File: config.mk
export PLATFORM = sky130hd
export DESIGN_NAME = hex_text_to_binary_unit
export DESIGN_NICKNAME = d
export VERILOG_FILES = /design/src/hdl/htb_pkg.sv /design/src/hdl/hex_text_to_binary_unit.sv /design/src/hdl/htb_core.sv
export SDC_FILE = /design/constraint.sdc
export NUM_CORES = 1
export LEC_CHECK = 0
export BUFFER_PORTS_ARGS = -buffer_cell sky130_fd_sc_hd__buf_2
export CORE_MARGIN = 5
export CORE_UTILIZATION = 40
export DETAILED_ROUTE_END_ITERATION = 8
export GPL_ROUTABILITY_DRIVEN = 0
export PLACE_DENSITY_LB_ADDON = 0.08
export SETUP_SLACK_MARGIN = 0.1
export SYNTH_ARGS = -nofsm -noshare
export SYNTH_HDL_FRONTEND = slang
export SYNTH_SLANG_ARGS = --single-unit
File: constraint.sdc
create_clock -name clock -period 6.8 [get_ports clock]
set_input_delay 0.34 -clock clock [delete_from_list [all_inputs] [get_ports clock]]
set_output_delay 0.34 -clock clock [all_outputs]
set_load 0.005 [all_outputs]
File: src/hdl/htb_pkg.sv
// ----------------------------------------------------------------------------
// htb_pkg
// Shared widths, types, register indexes and the hex digit decoder for the
// hex text to binary unit.
// ----------------------------------------------------------------------------
package htb_pkg;

   localparam int MAX_OUT_BYTES = 64;
   localparam int MAX_HEX_CHARS = 4096;

   localparam int CHAR_W  = 8;
   localparam int LEN_W   = 13;
   localparam int CNT_W   = 7;
   localparam int NIB_W   = 4;
   localparam int IDX_W   = 2;
   localparam int CSR_W   = 7;
   localparam int REQ_DATA_W = 24;
   localparam int RSP_DATA_W = 16;
   localparam int RSP_USER_W = 2;

   localparam logic [IDX_W-1:0] CSR_TRIM_LEADING_ZEROS = 2'd0;
   localparam logic [IDX_W-1:0] CSR_ZERO_AS_EMPTY      = 2'd1;
   localparam logic [IDX_W-1:0] CSR_OUT_CAPACITY       = 2'd2;

   localparam logic [CHAR_W-1:0] CHAR_ZERO    = 8'h30;
   localparam logic [CHAR_W-1:0] CHAR_NINE    = 8'h39;
   localparam logic [CHAR_W-1:0] CHAR_UPPER_A = 8'h41;
   localparam logic [CHAR_W-1:0] CHAR_UPPER_F = 8'h46;
   localparam logic [CHAR_W-1:0] CHAR_LOWER_A = 8'h61;
   localparam logic [CHAR_W-1:0] CHAR_LOWER_F = 8'h66;
   localparam logic [CHAR_W-1:0] CHAR_UPPER_X = 8'h58;
   localparam logic [CHAR_W-1:0] CHAR_LOWER_X = 8'h78;
   localparam logic [NIB_W-1:0]  NIBBLE_TEN   = 4'hA;

   localparam logic [CNT_W-1:0] CAPACITY_RESET = CNT_W'(MAX_OUT_BYTES);

   typedef struct packed {
      logic              trim_leading_zeros;
      logic              zero_as_empty;
      logic [CNT_W-1:0]  out_capacity;
   } cfg_type;

   typedef struct packed {
      logic [CHAR_W-1:0] hex_char;
      logic [LEN_W-1:0]  string_length;
      logic              last_char;
   } item_type;

   typedef struct packed {
      logic              produce;
      logic [CHAR_W-1:0] data_byte;
      logic              byte_valid;
      logic              end_of_string;
      logic              error_flag;
      logic [CNT_W-1:0]  byte_count;
   } result_type;

   typedef struct packed {
      logic              is_hex;
      logic [NIB_W-1:0]  value;
   } nibble_type;

   function automatic nibble_type nibble_of(input logic [CHAR_W-1:0] c);
      nibble_type n;
      n.is_hex = 1'b1;
      n.value  = '0;
      if (c >= CHAR_ZERO && c <= CHAR_NINE) begin
         n.value = NIB_W'(c - CHAR_ZERO);
      end else if (c >= CHAR_UPPER_A && c <= CHAR_UPPER_F) begin
         n.value = NIB_W'(c - CHAR_UPPER_A) + NIBBLE_TEN;
      end else if (c >= CHAR_LOWER_A && c <= CHAR_LOWER_F) begin
         n.value = NIB_W'(c - CHAR_LOWER_A) + NIBBLE_TEN;
      end else begin
         n.is_hex = 1'b0;
      end
      return n;
   endfunction

endpackage

File: src/hdl/hex_text_to_binary_unit.sv
// ----------------------------------------------------------------------------
// hex_text_to_binary_unit
// Streaming decoder from hex character strings to bytes.
//
// Usage: one character per req transaction (tdata holds the character and
// the string length, tlast marks the last character). Each rsp transaction
// carries a decoded byte and/or the close of a string; tlast marks the close,
// which also reports the error flag and the byte count. Characters that
// produce neither a byte nor a close give no rsp transaction.
// Configuration goes through the csr write port while the unit is idle.
// An accepted character is captured in the input register, then decoded
// into the result register, from which the result is presented on rsp.
// Throughput: one character per cycle while rsp does not stall; the
// per-string state in the decode stage is updated for each character.
// Stall: while rsp_tready is low and a result is held, the input register
// holds its character and req_tready drops once that register is full.
// Reset: clears all per-string state and both register stages, and returns
// the configuration to no trimming, zero byte for empty, capacity 64.
// ----------------------------------------------------------------------------
module hex_text_to_binary_unit (
   input  logic                            clock,
   input  logic                            reset,
   input  logic                            csr_wr_en,
   input  logic [htb_pkg::IDX_W-1:0]       csr_index,
   input  logic [htb_pkg::CSR_W-1:0]       csr_wdata,
   input  logic                            req_tvalid,
   output logic                            req_tready,
   // hex_char[7:0], string_length[20:8], zero pad [23:21]
   input  logic [htb_pkg::REQ_DATA_W-1:0]  req_tdata,
   input  logic                            req_tlast,
   output logic                            rsp_tvalid,
   input  logic                            rsp_tready,
   // data_byte[7:0], byte_count[14:8], zero pad [15]
   output logic [htb_pkg::RSP_DATA_W-1:0]  rsp_tdata,
   // byte_valid[0], error_flag[1]
   output logic [htb_pkg::RSP_USER_W-1:0]  rsp_tuser,
   output logic                            rsp_tlast
);
   import htb_pkg::*;

   cfg_type    cfg_ff;
   logic       in_valid_ff, in_valid_in;
   item_type   item_ff;
   logic       out_valid_ff, out_valid_in;
   result_type out_ff;
   result_type result;
   logic       out_free;
   logic       advance;

   always_ff @(posedge clock) begin
      if (reset) begin
         cfg_ff.trim_leading_zeros <= 1'b0;
         cfg_ff.zero_as_empty      <= 1'b0;
         cfg_ff.out_capacity       <= CAPACITY_RESET;
      end else if (csr_wr_en) begin
         unique case (csr_index)
            CSR_TRIM_LEADING_ZEROS: cfg_ff.trim_leading_zeros <= csr_wdata[0];
            CSR_ZERO_AS_EMPTY:      cfg_ff.zero_as_empty      <= csr_wdata[0];
            CSR_OUT_CAPACITY:       cfg_ff.out_capacity       <= csr_wdata;
            default: ;
         endcase
      end
   end

   assign out_free   = !out_valid_ff || rsp_tready;
   assign advance    = in_valid_ff && out_free;
   assign req_tready = !in_valid_ff || advance;

   assign in_valid_in  = (req_tvalid && req_tready) ? 1'b1 : (advance ? 1'b0 : in_valid_ff);
   assign out_valid_in = advance ? result.produce : (rsp_tready ? 1'b0 : out_valid_ff);

   always_ff @(posedge clock) begin
      if (reset) begin
         in_valid_ff  <= 1'b0;
         out_valid_ff <= 1'b0;
      end else begin
         in_valid_ff  <= in_valid_in;
         out_valid_ff <= out_valid_in;
      end
   end

   always_ff @(posedge clock) begin
      if (req_tvalid && req_tready) begin
         item_ff.hex_char      <= req_tdata[CHAR_W-1:0];
         item_ff.string_length <= req_tdata[CHAR_W +: LEN_W];
         item_ff.last_char     <= req_tlast;
      end
      if (advance) begin
         out_ff <= result;
      end
   end

   htb_core u_core (
      .clock  (clock),
      .reset  (reset),
      .fire   (advance),
      .item   (item_ff),
      .cfg    (cfg_ff),
      .result (result)
   );

   assign rsp_tvalid = out_valid_ff;
   assign rsp_tdata  = {1'b0, out_ff.byte_count, out_ff.data_byte};
   assign rsp_tuser  = {out_ff.error_flag, out_ff.byte_valid};
   assign rsp_tlast  = out_ff.end_of_string;

   a_error_closes: assert property (@(posedge clock) disable iff (reset)
      rsp_tvalid && out_ff.error_flag |->
         out_ff.end_of_string && !out_ff.byte_valid && out_ff.byte_count == '0)
      else $error("error result must close the string with no byte and zero count");

   a_open_has_byte: assert property (@(posedge clock) disable iff (reset)
      rsp_tvalid && !out_ff.end_of_string |-> out_ff.byte_valid && !out_ff.error_flag)
      else $error("result that does not close a string must carry a byte");

   a_count_in_range: assert property (@(posedge clock) disable iff (reset)
      rsp_tvalid && out_ff.end_of_string |-> out_ff.byte_count <= CNT_W'(MAX_OUT_BYTES))
      else $error("byte count exceeds capacity limit");

   a_stall_holds_item: assert property (@(posedge clock) disable iff (reset)
      in_valid_ff && !advance |=> in_valid_ff && $stable(item_ff))
      else $error("stalled character left the input register");

endmodule

File: src/hdl/htb_core.sv
// ----------------------------------------------------------------------------
// htb_core
// Per-string decode state and the single-pass next-state and result logic
// for one character transaction.
// ----------------------------------------------------------------------------
module htb_core (
   input  logic                clock,
   input  logic                reset,
   input  logic                fire,
   input  htb_pkg::item_type   item,
   input  htb_pkg::cfg_type    cfg,
   output htb_pkg::result_type result
);
   import htb_pkg::*;

   logic [LEN_W-1:0] pos_ff, pos_in;
   logic [NIB_W-1:0] high_ff, high_in;
   logic             first_kept_ff, first_kept_in;
   logic [CNT_W-1:0] bytes_ff, bytes_in;
   logic             stopped_ff, stopped_in;
   logic             error_ff, error_in;
   logic             deferred_ff, deferred_in;

   nibble_type        nib;
   logic              active;
   logic              odd;
   logic              zero_offer;
   logic              pair_offer;
   logic [CHAR_W-1:0] pair_byte;
   logic              zero_take;
   logic              pair_take;
   logic              kept_mid;
   logic [CNT_W-1:0]  bytes_mid;
   logic              stopped_mid;
   logic [CNT_W-1:0]  cap;

   always_comb begin
      priority if (cfg.out_capacity == '0) begin
         cap = CNT_W'(1);
      end else if (cfg.out_capacity > CNT_W'(MAX_OUT_BYTES)) begin
         cap = CNT_W'(MAX_OUT_BYTES);
      end else begin
         cap = cfg.out_capacity;
      end
   end

   always_comb begin
      nib          = nibble_of(item.hex_char);
      odd          = item.string_length[0];
      active       = (item.string_length != '0) && (pos_ff < item.string_length) &&
                     (pos_ff < LEN_W'(MAX_HEX_CHARS)) && !stopped_ff && !error_ff;
      zero_offer   = 1'b0;
      pair_offer   = 1'b0;
      pair_byte    = {high_ff, nib.value};
      high_in      = high_ff;
      error_in     = error_ff;
      deferred_in  = deferred_ff;

      if (active) begin
         priority if (pos_ff == LEN_W'(1) && deferred_ff &&
                      (item.hex_char == CHAR_LOWER_X || item.hex_char == CHAR_UPPER_X)) begin
            deferred_in = 1'b0;
         end else if (!nib.is_hex) begin
            error_in    = 1'b1;
            deferred_in = 1'b0;
         end else if (pos_ff == '0 && item.string_length > LEN_W'(2) &&
                      item.hex_char == CHAR_ZERO && !item.last_char) begin
            deferred_in = 1'b1;
            high_in     = '0;
         end else begin
            if (deferred_ff) begin
               deferred_in = 1'b0;
               if (odd) begin
                  zero_offer = 1'b1;
               end
            end
            if (pos_ff[0] == odd) begin
               high_in = nib.value;
            end else begin
               pair_offer = 1'b1;
            end
         end
      end

      zero_take     = zero_offer && !(cfg.trim_leading_zeros && !first_kept_ff);
      kept_mid      = first_kept_ff || zero_take;
      bytes_mid     = zero_take ? bytes_ff + CNT_W'(1) : bytes_ff;
      stopped_mid   = stopped_ff || (zero_take && bytes_mid >= cap);
      pair_take     = pair_offer && !stopped_mid &&
                      !(cfg.trim_leading_zeros && !kept_mid && pair_byte == '0);
      first_kept_in = kept_mid || pair_take;
      bytes_in      = pair_take ? bytes_mid + CNT_W'(1) : bytes_mid;
      stopped_in    = stopped_mid || (pair_take && bytes_in >= cap);

      pos_in = (pos_ff == '1) ? pos_ff : pos_ff + LEN_W'(1);

      result.produce       = zero_take || pair_take || item.last_char;
      result.data_byte     = pair_take ? pair_byte : '0;
      result.byte_valid    = zero_take || pair_take;
      result.end_of_string = item.last_char;
      result.error_flag    = 1'b0;
      result.byte_count    = '0;

      if (item.last_char) begin
         priority if (error_in) begin
            result.data_byte  = '0;
            result.byte_valid = 1'b0;
            result.error_flag = 1'b1;
         end else if (bytes_in == '0 && !cfg.zero_as_empty) begin
            result.data_byte  = '0;
            result.byte_valid = 1'b1;
            result.byte_count = CNT_W'(1);
         end else begin
            result.byte_count = bytes_in;
         end
         pos_in        = '0;
         high_in       = '0;
         first_kept_in = 1'b0;
         bytes_in      = '0;
         stopped_in    = 1'b0;
         error_in      = 1'b0;
         deferred_in   = 1'b0;
      end
   end

   always_ff @(posedge clock) begin
      if (reset) begin
         pos_ff        <= '0;
         high_ff       <= '0;
         first_kept_ff <= 1'b0;
         bytes_ff      <= '0;
         stopped_ff    <= 1'b0;
         error_ff      <= 1'b0;
         deferred_ff   <= 1'b0;
      end else if (fire) begin
         pos_ff        <= pos_in;
         high_ff       <= high_in;
         first_kept_ff <= first_kept_in;
         bytes_ff      <= bytes_in;
         stopped_ff    <= stopped_in;
         error_ff      <= error_in;
         deferred_ff   <= deferred_in;
      end
   end

endmodule

---- Word level (Yosys, flattened, before mapping) ----
Index checks and enable logic that the tools add are counted.
operators by class
  add/subtract/negate cells ............... 8
  $lt $le $gt $ge ......................... 12
  eq/ne operators ......................... 10
  muxes and demuxes ....................... 51
  bitwise operators ....................... 1
  reduce and logical (&&, ||, !) cells .... 62
operators with widths
  kind                     number
  $mux W4                  9
  $mux W7                  5
  $mux W1                  31
  $mux W9                  3
  $mux W13                 2
  $logic_and A1 B1 Y1      23
  $eq A8 B7 Y1 const B     2
  $ge A8 B7 Y1 const B     2
  $le A8 B7 Y1 const B     2
  $add A7 B1 Y7 const B    2
  $ge A7 B7 Y1             2
  $logic_not A7 Y1         2
  $add A13 B1 Y13 const B  1
  $eq A13 B1 Y1 const B    1
  $eq A13 B13 Y1 const B   1
  $gt A13 B2 Y1 const B    1
  $logic_not A13 Y1        1
  $lt A13 B13 Y1           1
  $lt A13 B13 Y1 const B   1
  $reduce_bool A13 Y1      1
  $sub A4 B1 Y4 const B    3
  $logic_not A1 Y1         11
  $reduce_and A2 Y1        5
  $logic_or A1 B1 Y1       9
  other kinds (18)         23
word-level totals
  register bits ........................... 79
  input port bits ......................... 39

---- Depth between registers and ports, before layout ----
Gate-level depths: netlist of the first run.
  depth in word-level cells ............... 22
  mapped depth ............................ 28

---- By module ----
A second synthesis of the first run with hierarchy kept.
unflattened totals
  cells, all modules ...................... 479
  area total of the unflattened synthesis .. 4639.4 sq um
by module, submodules not included
  module                   times used  cells an instance  area an instance (sq um)  sequential area each (sq um)
  htb_core                 1           388                2937.8                    560.5
  hex_text_to_binary_unit  1           91                 1701.6                    1421.4

---- Least setup slack after synthesis of the first run ----
Ideal clock, no wire load.
  path type ............................... register to register
  from .................................... register item_ff[13] (netlist bit)
  to ...................................... register u_core.stopped_ff
  data arrival time ....................... 5.751 ns
  required time ........................... 6.683 ns
  setup slack ............................. 0.933 ns
  cell stages (with the launch flop) ...... 27
  period minus slack after synthesis ...... 5.867 ns
  path through ............................ edfxtp_1 > inv_1 > ha_1 > a2111oi_0 > o21ai_0 > a31oi_1 > nand4_2 > or4_1 > xnor2_2 > ha_1 > o211ai_1 > a21oi_1 > a221oi_1 > nor3_1 > or3_1 > clkbuf_1 > xnor2_1 > ha_1 > nand2b_1 > a21o_1 > a21o_1 > a21o_1 > a21o_1 > a21o_1 > a21oi_1 > o22ai_1 > a22o_1
on the way
  word-level cells in the longest chain between the ends .. 21
  elaborated cells between the ends (all ways) .. 37
  classes of those cells .................. add/sub (1); order compare (4); mux (11); reduce/logical (21)
RTL lines
  what                              RTL line                       source
  start, declared                   hex_text_to_binary_unit.sv:43  item_type item_ff;
  $gt A13 B2 Y1                     htb_core.sv:66                 end else if (pos_ff == '0 && item.string_length > LEN_W'(2) &&
  $logic_and A1 B1 Y1 (2 in a row)  htb_core.sv:66
  $logic_and A1 B1 Y1               htb_core.sv:67                 item.hex_char == CHAR_ZERO && !item.last_char) begin
  $mux W1                           htb_core.sv:66
  $mux W1                           htb_core.sv:63                 end else if (!nib.is_hex) begin
  $mux W1                           htb_core.sv:60                 priority if (pos_ff == LEN_W'(1) && deferred_ff &&
  $mux W1                           htb_core.sv:59                 if (active) begin
  $logic_and A1 B1 Y1               htb_core.sv:85                 zero_take = zero_offer && !(cfg.trim_leading_zeros && !first_kept_ff);
  [3 not listed]                    n/a
  $logic_or A1 B1 Y1                htb_core.sv:88                 stopped_mid = stopped_ff || (zero_take && bytes_mid >= cap);
  $logic_not A1 Y1                  htb_core.sv:89                 pair_take = pair_offer && !stopped_mid &&
  $logic_and A1 B1 Y1 (2 in a row)  htb_core.sv:89
  $mux W7                           htb_core.sv:92                 bytes_in = pair_take ? bytes_mid + CNT_W'(1) : bytes_mid;
  $ge A7 B7 Y1                      htb_core.sv:93                 stopped_in = stopped_mid || (pair_take && bytes_in >= cap);
  $logic_and A1 B1 Y1               htb_core.sv:93
  $logic_or A1 B1 Y1 *              htb_core.sv:93
  $mux W1 *                         htb_core.sv:104                if (item.last_char) begin
  end signal, assigned              htb_core.sv:140                stopped_ff <= stopped_in;
  end, declared                     htb_core.sv:20                 logic stopped_ff, stopped_in;
Mark *: on every way between the ends. The rest lies on a longest branch, timed or not.
A chain may end at the register's enable or synchronous reset.

---- Worst setup path after layout of the first run ----
Ends and elaborated chain as after synthesis.

==> summary.txt, run 1 <==
Global route
  • All-Layer GR Usage: around 17%
  • Largest net degree at the start of global routing: 28
  • First-pass GRT wire length: ~19 mm
  • Vias in the first global route: around 3.8k
  • Gr ovfl total: 0
  • Initial antenna violation count: 0

Floorplan
  • Row Count: 39
  • Core area: between 10,000 and 15,000 um^2
  • Die area: about 14,000 um^2
  • Die height: around 120 um
  • Die width: ~120 um
  • Ports: 60
  • Starting Density: 41.0%

Final layout
  • Nets: 640
  • Post-route core utilization: 48.5%
  • Area delta synth->final: 18.5%
  • Layout cell share with drive strength beyond 1: 20.0%
  • Non-filler instance count after layout: about 710
  • # diodes: 0

Clock network
  • CTS H-tree depth: 3
  • Clk_lat worst skew: 340 ps
  • Clk buf depth: 2
  • CTS tree: built
  • Worst-path clk slew: roughly 60 ps
  • Clock root cell: clkbuf_16
  • Num CTS Buffers: 9
  • Num Clock Sinks: 79

STA
  • Worst Skew: 7.50 ps
  • Setup_tns: 0 ps
  • Worst Tran Pin Value: 990 ps
  • Setup violations, final: 0
  • RSZ-0062 raised after global routing: false
  • Fmax achieved: about 160 MHz
  • Final hold vios: 0
  • Worst slew margin: between 30% and 40%
  • Max-slew violations: 0
  • Tcrit/Tclk final: roughly 93%
  • Min cycle time layout: around 6300 ps

Logic synthesis
  • Post-synth cell types: around 70
  • Synth Flop Type: edfxtp_1
  • Syn Area/Cell: between 9 and 10 um^2
  • Synth Cell Area: ~4700 um^2
  • Top cells by area, synth: edfxtp_1, dfxtp_1, ha_1, nor2_1, inv_1
  • Synth Instances: approximately 500
  • Yosys top cell by area: edfxtp_1
  • Post-Syn Nets: 570
  • Async set or reset register ratio after synthesis: 0%
  • Synth Register Bits: 79
  • Seq/Total Area, Yosys: 42.2%
  • Yosys top cell area share: about a quarter
  • Number of synthesized flops with an enable pin: 40
  • YS warnings: 0

Min path
  • Hold crit path type: in2reg
  • HP Start: req_tdata[15]

Power and ir drop
  • P per Cell Area: around 190 nW/um^2
  • Static leakage: between 2 and 2.5 nW
  • Comb pwr share: under 10%
  • Clk pwr share: between 40% and 50%
  • Sequential share of power: 49.4%
  • Int Pwr: just over 0.8 mW
  • Net Sw Frac: roughly 22%
  • Total power draw: 1.07 mW
  • Maximum VDD drop: approximately 0.09 mV
  • Sw Pwr: ~0.24 mW

Place
  • IO buf count: 55
  • DP Wirelength: 8.70 mm
  • Placed cell count: approximately 700

Drt
  • TritonRoute pass-1 iters: 4
  • Met2 Routed Length: around 5.1 mm
  • Met3 wire length: around 640 um
  • Top routing layer in use: met4
  • Vias: just under 4k
  • Drt wl/cell: 15.9 um
  • Routed WL: around 11 mm
  • Via-to-Cell Ratio: 5.39
  • Remaining antenna violation count after routing: 0
  • M1 WL: approximately 5.4 mm
  • Residual DRC count: 0
  • Drt initial violations: 213

Worst setup path
  • CP endpoint kind: flip-flop
  • CP max FO: 9
  • R2R setup slack: approximately 480 ps
  • Cell family with most CP delay: compound AO/OA/AOI/OAI gates
  • WP data required: ~7000 ps
  • Buf/Inv on CP: 3
  • Worst Setup Path Type: reg2reg
  • Crit-path slowest cell: or4_1
  • CP Launch Type: flip-flop
  • CP arrival: about 6600 ps
  • Worst setup startpoint: item_ff[13]
  • Worst stage delay on the critical path: between 500 and 600 ps
  • CP most frequent cell: a21o_1
  • Worst R2R Start: item_ff[13]

Run
  • Max Cap Violations: 0

Outcome
  • Status: complete, no violations
-- cells in the mapped netlist (3+ instances only) --
master    instances
nor2_1           61
edfxtp_1         40
dfxtp_1          39
inv_1            36
ha_1             35
nand2_1          30
a21oi_1          24
clkbuf_1         16
nor3_1           16
o21ai_0          14
nand3_1          13
mux2i_1          11
nand4_1          11
xnor2_1          11
a21o_1            9
and3_1            9
xor2_1            8
a211oi_1          7
a22oi_1           6
nor4_1            6
nand2b_1          5
o31ai_1           5
or3_1             5
or4_1             5
and2_1            4
or2_2             4
a31oi_1           3
a32oi_1           3
nor2b_1           3
nor4b_1           3
o22ai_1           3
-- layout make-up --
cell class / count / area, um^2
inverter: 37 / 139
multi-input combinational: 361 / 2520
sequential: 79 / 1980
clock buffer: 13 / 272
clock inverter: 3 / 15.0
fill: 1080 / 5900
tap: 143 / 179
timing repair buffer: 78 / 460
-- sequential cells by signal (all words and copies together), names as in the netlist --
signal,count
in_valid_ff,1
item_ff,22
u_core.error_ff,1
rsp_tuser,2
u_core.stopped_ff,1
u_core.deferred_ff,1
u_core.pos_ff,13
rsp_tvalid,1
u_core.high_ff,4
rsp_tlast,1
rsp_tdata,15
u_core.first_kept_ff,1
u_core.bytes_ff,7
cfg_ff,9
-- per-layer routing --
metal / global-route usage, % / vias up
met4: 4.73 / 0
li1: - / 1956
met5: 0 / -
met3: 3.44 / 12
met1: 23.3 / 1779
met2: 25.6 / 103
-- power groups by stage --
| stage | combinational (mW) | clock [mW] | sequential, mW |
|---|---|---|---|
| 5_1_grt | 0.0929 | 0.492 | 0.530 |
| 3_3_place_gp | 0.0785 | 0 | 0.538 |
| 6_report | 0.0829 | 0.458 | 0.528 |
| 3_5_place_dp | 0.0801 | 0 | 0.538 |
| 2_1_floorplan | 0.0484 | 0 | 0.535 |
| 4_1_cts | 0.0808 | 0.469 | 0.528 |
-- path summary, 6_finish.rpt --
check | cells past startpoint | endpoint
worst max register to register | 27 | u_core.stopped_ff
worst min register to register | 2 | u_core.first_kept_ff
worst max-delay path | 27 | u_core.stopped_ff
worst min-delay path | 1 | item_ff[8]
-- repair_timing --
item | in CTS | in global routing
setup buffers | 0 | 4
hold buffers | 0 | 0
resized for setup | 0 | 6
endpoints found under the setup margin | 0 | 9
-- metrics by stage --
step | setup WS (ps) | instance area (um^2) | hold WS (ps)
floorplan | 933 | 4700 | 428
global placement | 354 | 5210 | 446
detailed placement | 252 | 5210 | 454
CTS | 205 | 5500 | 167
global route | 106 | 5570 | 158
finish | 481 | 5570 | 176
-- logic make-up (layout without fill, tap and decap cells) --
family | Yosys count | after routing | share of synthesized area [%]
buffers and inverters | 56 | 131 | 4.66
multiplexers | 11 | 11 | 2.34
AND/OR/NAND/NOR | 187 | 187 | 20.7
flip-flops | 79 | 79 | 42.2
other | 1 | 1 | 0.0798
AO/OA/AOI/OAI | 105 | 105 | 16.1
adder cells (fa/ha/maj) | 35 | 35 | 9.32
XOR/XNOR | 22 | 22 | 4.58
-- layout by cell type, fill, tap and decap left out, types with 4 or more instances in the layout --
cell type   n
nand2_1    29
inv_1      36
edfxtp_1   40
a21oi_1    24
o31ai_1     4
or2_2       4
nor3_1     16
or3_1       5
nand3_1    13
clkbuf_16  10
nor4_1      6
o21ai_0    13
a21o_1      9
nand2b_1    5
ha_1       35
dfxtp_1    39
nand4_1    11
a22oi_1     6
xnor2_1    11
mux2i_1    11
a211oi_1    7
and2_1      4
buf_4      22
or4_1       5
and3_1      9
nor2_1     61
xor2_1      8
buf_2      55
Note: power is estimated with default switching activity, not from simulation.
==> inputs of run 2 (changes only) <==
- CELL_PAD_IN_SITES_DETAIL_PLACEMENT: not set -> 1
- CELL_PAD_IN_SITES_GLOBAL_PLACEMENT: not set -> 1
==> run 2 against run 1 <==
Effect of this change:
- critical path depth down 1
- design area about the same
- count of clock-buffer cells in the layout unchanged
- global-route usage up 2.2 points
- sequential share of layout area about the same
- register-to-register slack worse by 50 ps
- largest cell class unchanged
- highest routed layer unchanged
==> summary.txt, run 2 (synthesis gave the netlist of run 1 again) <==
Floorplan
  • Row Count: 39 (unchanged)
  • Core area: 11,500 um^2 (unchanged)
  • Die area: 14,000 um^2 (unchanged)
  • Die width: 118 um (unchanged)
  • Die height: 118 um (unchanged)
  • Ports: 60 (unchanged)
  • Starting Density: 41.0% (unchanged)

Outcome
  • Status: complete, no violations

STA
  • Final hold vios: 0 (unchanged)
  • Fmax achieved: 157 MHz (-0.72%)
  • Hold_ws: 157 ps (-19.0 ps)
  • Min cycle time layout: 6370 ps (+45.9 ps)
  • Setup_tns: 0 ps (unchanged)
  • Max-slew violations: 0 (unchanged)
  • Setup violations, final: 0 (unchanged)
  • Tcrit/Tclk final: 93.6% (+0.68 points)
  • RSZ-0062 raised after global routing: false
  • Worst slew margin: 27.6% (-6.4 points)
  • Worst Skew: 8.02 ps (+0.517 ps)
  • Worst Tran Pin Value: 1090 ps (+96.1 ps)

Clock network
  • Num CTS Buffers: 9 (unchanged)
  • CTS H-tree depth: 3 (unchanged)
  • Clk buf depth: 2 (unchanged)
  • Num Clock Sinks: 79 (unchanged)
  • Worst-path clk slew: 60 ps (about the same)
  • Clock root cell: clkbuf_16
  • CTS tree: built
  • Cts-stage hold buffer count: 0 (unchanged)
  • Clk_lat worst skew: 360 ps (+20 ps)

Worst setup path
  • Worst setup startpoint: item_ff[13]
  • Worst Setup EP: u_core.stopped_ff
  • Worst R2R Start: item_ff[13]
  • CP arrival: 6620 ps (+70 ps)
  • CP max FO: 15 (+6)
  • Worst Setup Path Type: reg2reg
  • Reg-to-reg endpoint: u_core.stopped_ff
  • CP Launch Type: flip-flop
  • Reg2reg path depth: 26 (-3.7%)
  • R2R setup slack: 430 ps (-50 ps)
  • WP data required: 7050 ps (+20 ps)
  • CP endpoint kind: flip-flop

Power and ir drop
  • Maximum VDD drop: 0.217 mV (+140%)
  • Static leakage: 2.30 nW (about the same)
  • Total power draw: 1.16 mW (+8.2%)
  • Clk pwr share: 46.9% (+4.0 points)
  • Sw Pwr: 0.267 mW (+11%)
  • Sequential share of power: 45.7% (-3.7 points)
  • Net Sw Frac: 23.0% (+0.55 points)
  • Int Pwr: 0.891 mW (+7.5%)
  • Comb pwr share: 7.4% (-0.4 points)
  • P per Cell Area: 208 nW/um^2 (+8.2%)

Drt
  • Drt initial violations: 145 (-32%)
  • Via-to-Cell Ratio: 5.58 (+3.5%)
  • Residual DRC count: 0 (unchanged)
  • TritonRoute pass-1 iters: 4 (unchanged)
  • Remaining antenna violation count after routing: 0 (unchanged)
  • Routed WL: 12.9 mm (+14%)
  • Drt wl/cell: 18.2 um (+14%)
  • Vias: 3,964 (+3.0%)

Final layout
  • Area delta synth->final: 18.5% (about the same)
  • Commonest cells after routing, fill and taps aside: nor2_1, buf_2, edfxtp_1, dfxtp_1, inv_1
  • # fillers: 1,350 (+25%)
  • Nets: 636 (-0.63%)
  • # diodes: 0 (unchanged)
  • Post-route core utilization: 48.6% (about the same)
  • Layout cell share with drive strength beyond 1: 19.8% (-0.21 points)
  • Commonest non-fill, non-tap cell in the layout: nor2_1
  • Register bank with the most flops: item_ff
  • Max reg flops: 22 (unchanged)

Global route
  • Gr ovfl total: 0 (unchanged)
  • Initial antenna violation count: 0 (unchanged)
  • Grt met3 use: 4.35% (+0.91 points)
  • All-Layer GR Usage: 18.7% (+2.2 points)
  • M2 GR Usage: 30.8% (+5.2 points)
  • Vias in the first global route: 4,133 (+9.3%)
  • Largest net degree at the start of global routing: 28 (unchanged)
  • First-pass GRT wire length: 21.0 mm (+11%)
  • GRT busiest layer: met2
  • Met1 usage: 24.1% (+0.83 points)

Min path
  • Hold crit path type: in2reg

Place
  • IO buf count: 55 (unchanged)
  • DP Wirelength: 9.88 mm (+14%)

Run
  • Max Cap Violations: 0 (unchanged)
run 2: area by class of cell:
| cell class | count | area (um^2) | area share (%) |
|---|---|---|---|
| Timing Repair Buffer | 74 | 418 | 7.51 |
| Sequential cell | 79 | 1980 | 35.6 |
| Inverter | 37 | 139 | 2.49 |
| Multi-Input combinational cell | 361 | 2510 | 45.1 |
| Tap cell | 143 | 179 | 3.21 |
| Clock inverter | 3 | 43.8 | 0.787 |
| Clock buffer | 13 | 293 | 5.26 |
run 2: timing repair:
action / in CTS / in global routing
buffers inserted: 0 / 4
setup endpoints to repair: 0 / 1
resized for setup: 0 / 3
run 2: power by group through the flow:
stage,Clock (mW),Sequential [mW],Combinational [mW]
2_1_floorplan,0,0.535,0.0484
3_3_place_gp,0,0.538,0.0806
3_5_place_dp,0,0.539,0.0838
4_1_cts,0.557,0.529,0.0844
5_1_grt,0.580,0.531,0.0952
6_report,0.543,0.529,0.0854
run 2: per-layer routing:
layer | part of all wire, % | routed length (um)
met1 | 46 | 6010
met2 | 47 | 6120
met3 | 4.9 | 629
met4 | 1.3 | 172
met5 | 0 | 0
run 2: critical path, stage by stage (launching register included):
cell and delay [ps]:
edfxtp_1 380, inv_1 70, ha_1 330, a2111oi_0 440, o21ai_0 230, a31oi_2 260
nand4_4 260, or4_1 620, xnor2_2 220, ha_1 280, o211ai_1 100, a21oi_1 60
a221oi_1 260, buf_4 180, nor3_1 60, or3_1 420, xnor2_1 250, ha_1 270
nand2b_1 150, a21o_1 180, a21o_1 170, a21o_1 180, a21o_1 180, a21o_1 170
a21oi_1 210, o22ai_1 140, a22o_1 190
run 2: metrics by stage:
stage                     setup WS (ps)  instance area [um^2]  std cells
final                               435                  5570        710
after floorplan                     933                  4700        496
after detailed placement            214                  5180        690
after global placement              440                  5180        690
after CTS                           177                  5520        706
after global routing               84.5                  5570        710
run 2: worst min path at each step:
stage	startpoint	endpoint	slack (ps)	cells past startpoint
floorplan	u_core.first_kept_ff	u_core.first_kept_ff	430	2
global placement	u_core.first_kept_ff	u_core.first_kept_ff	440	2
detailed placement	u_core.first_kept_ff	u_core.first_kept_ff	460	2
CTS	req_tdata[4]	item_ff[18]	140	1
global route	req_tdata[5]	item_ff[19]	140	1
finish	req_tdata[4]	item_ff[18]	160	1
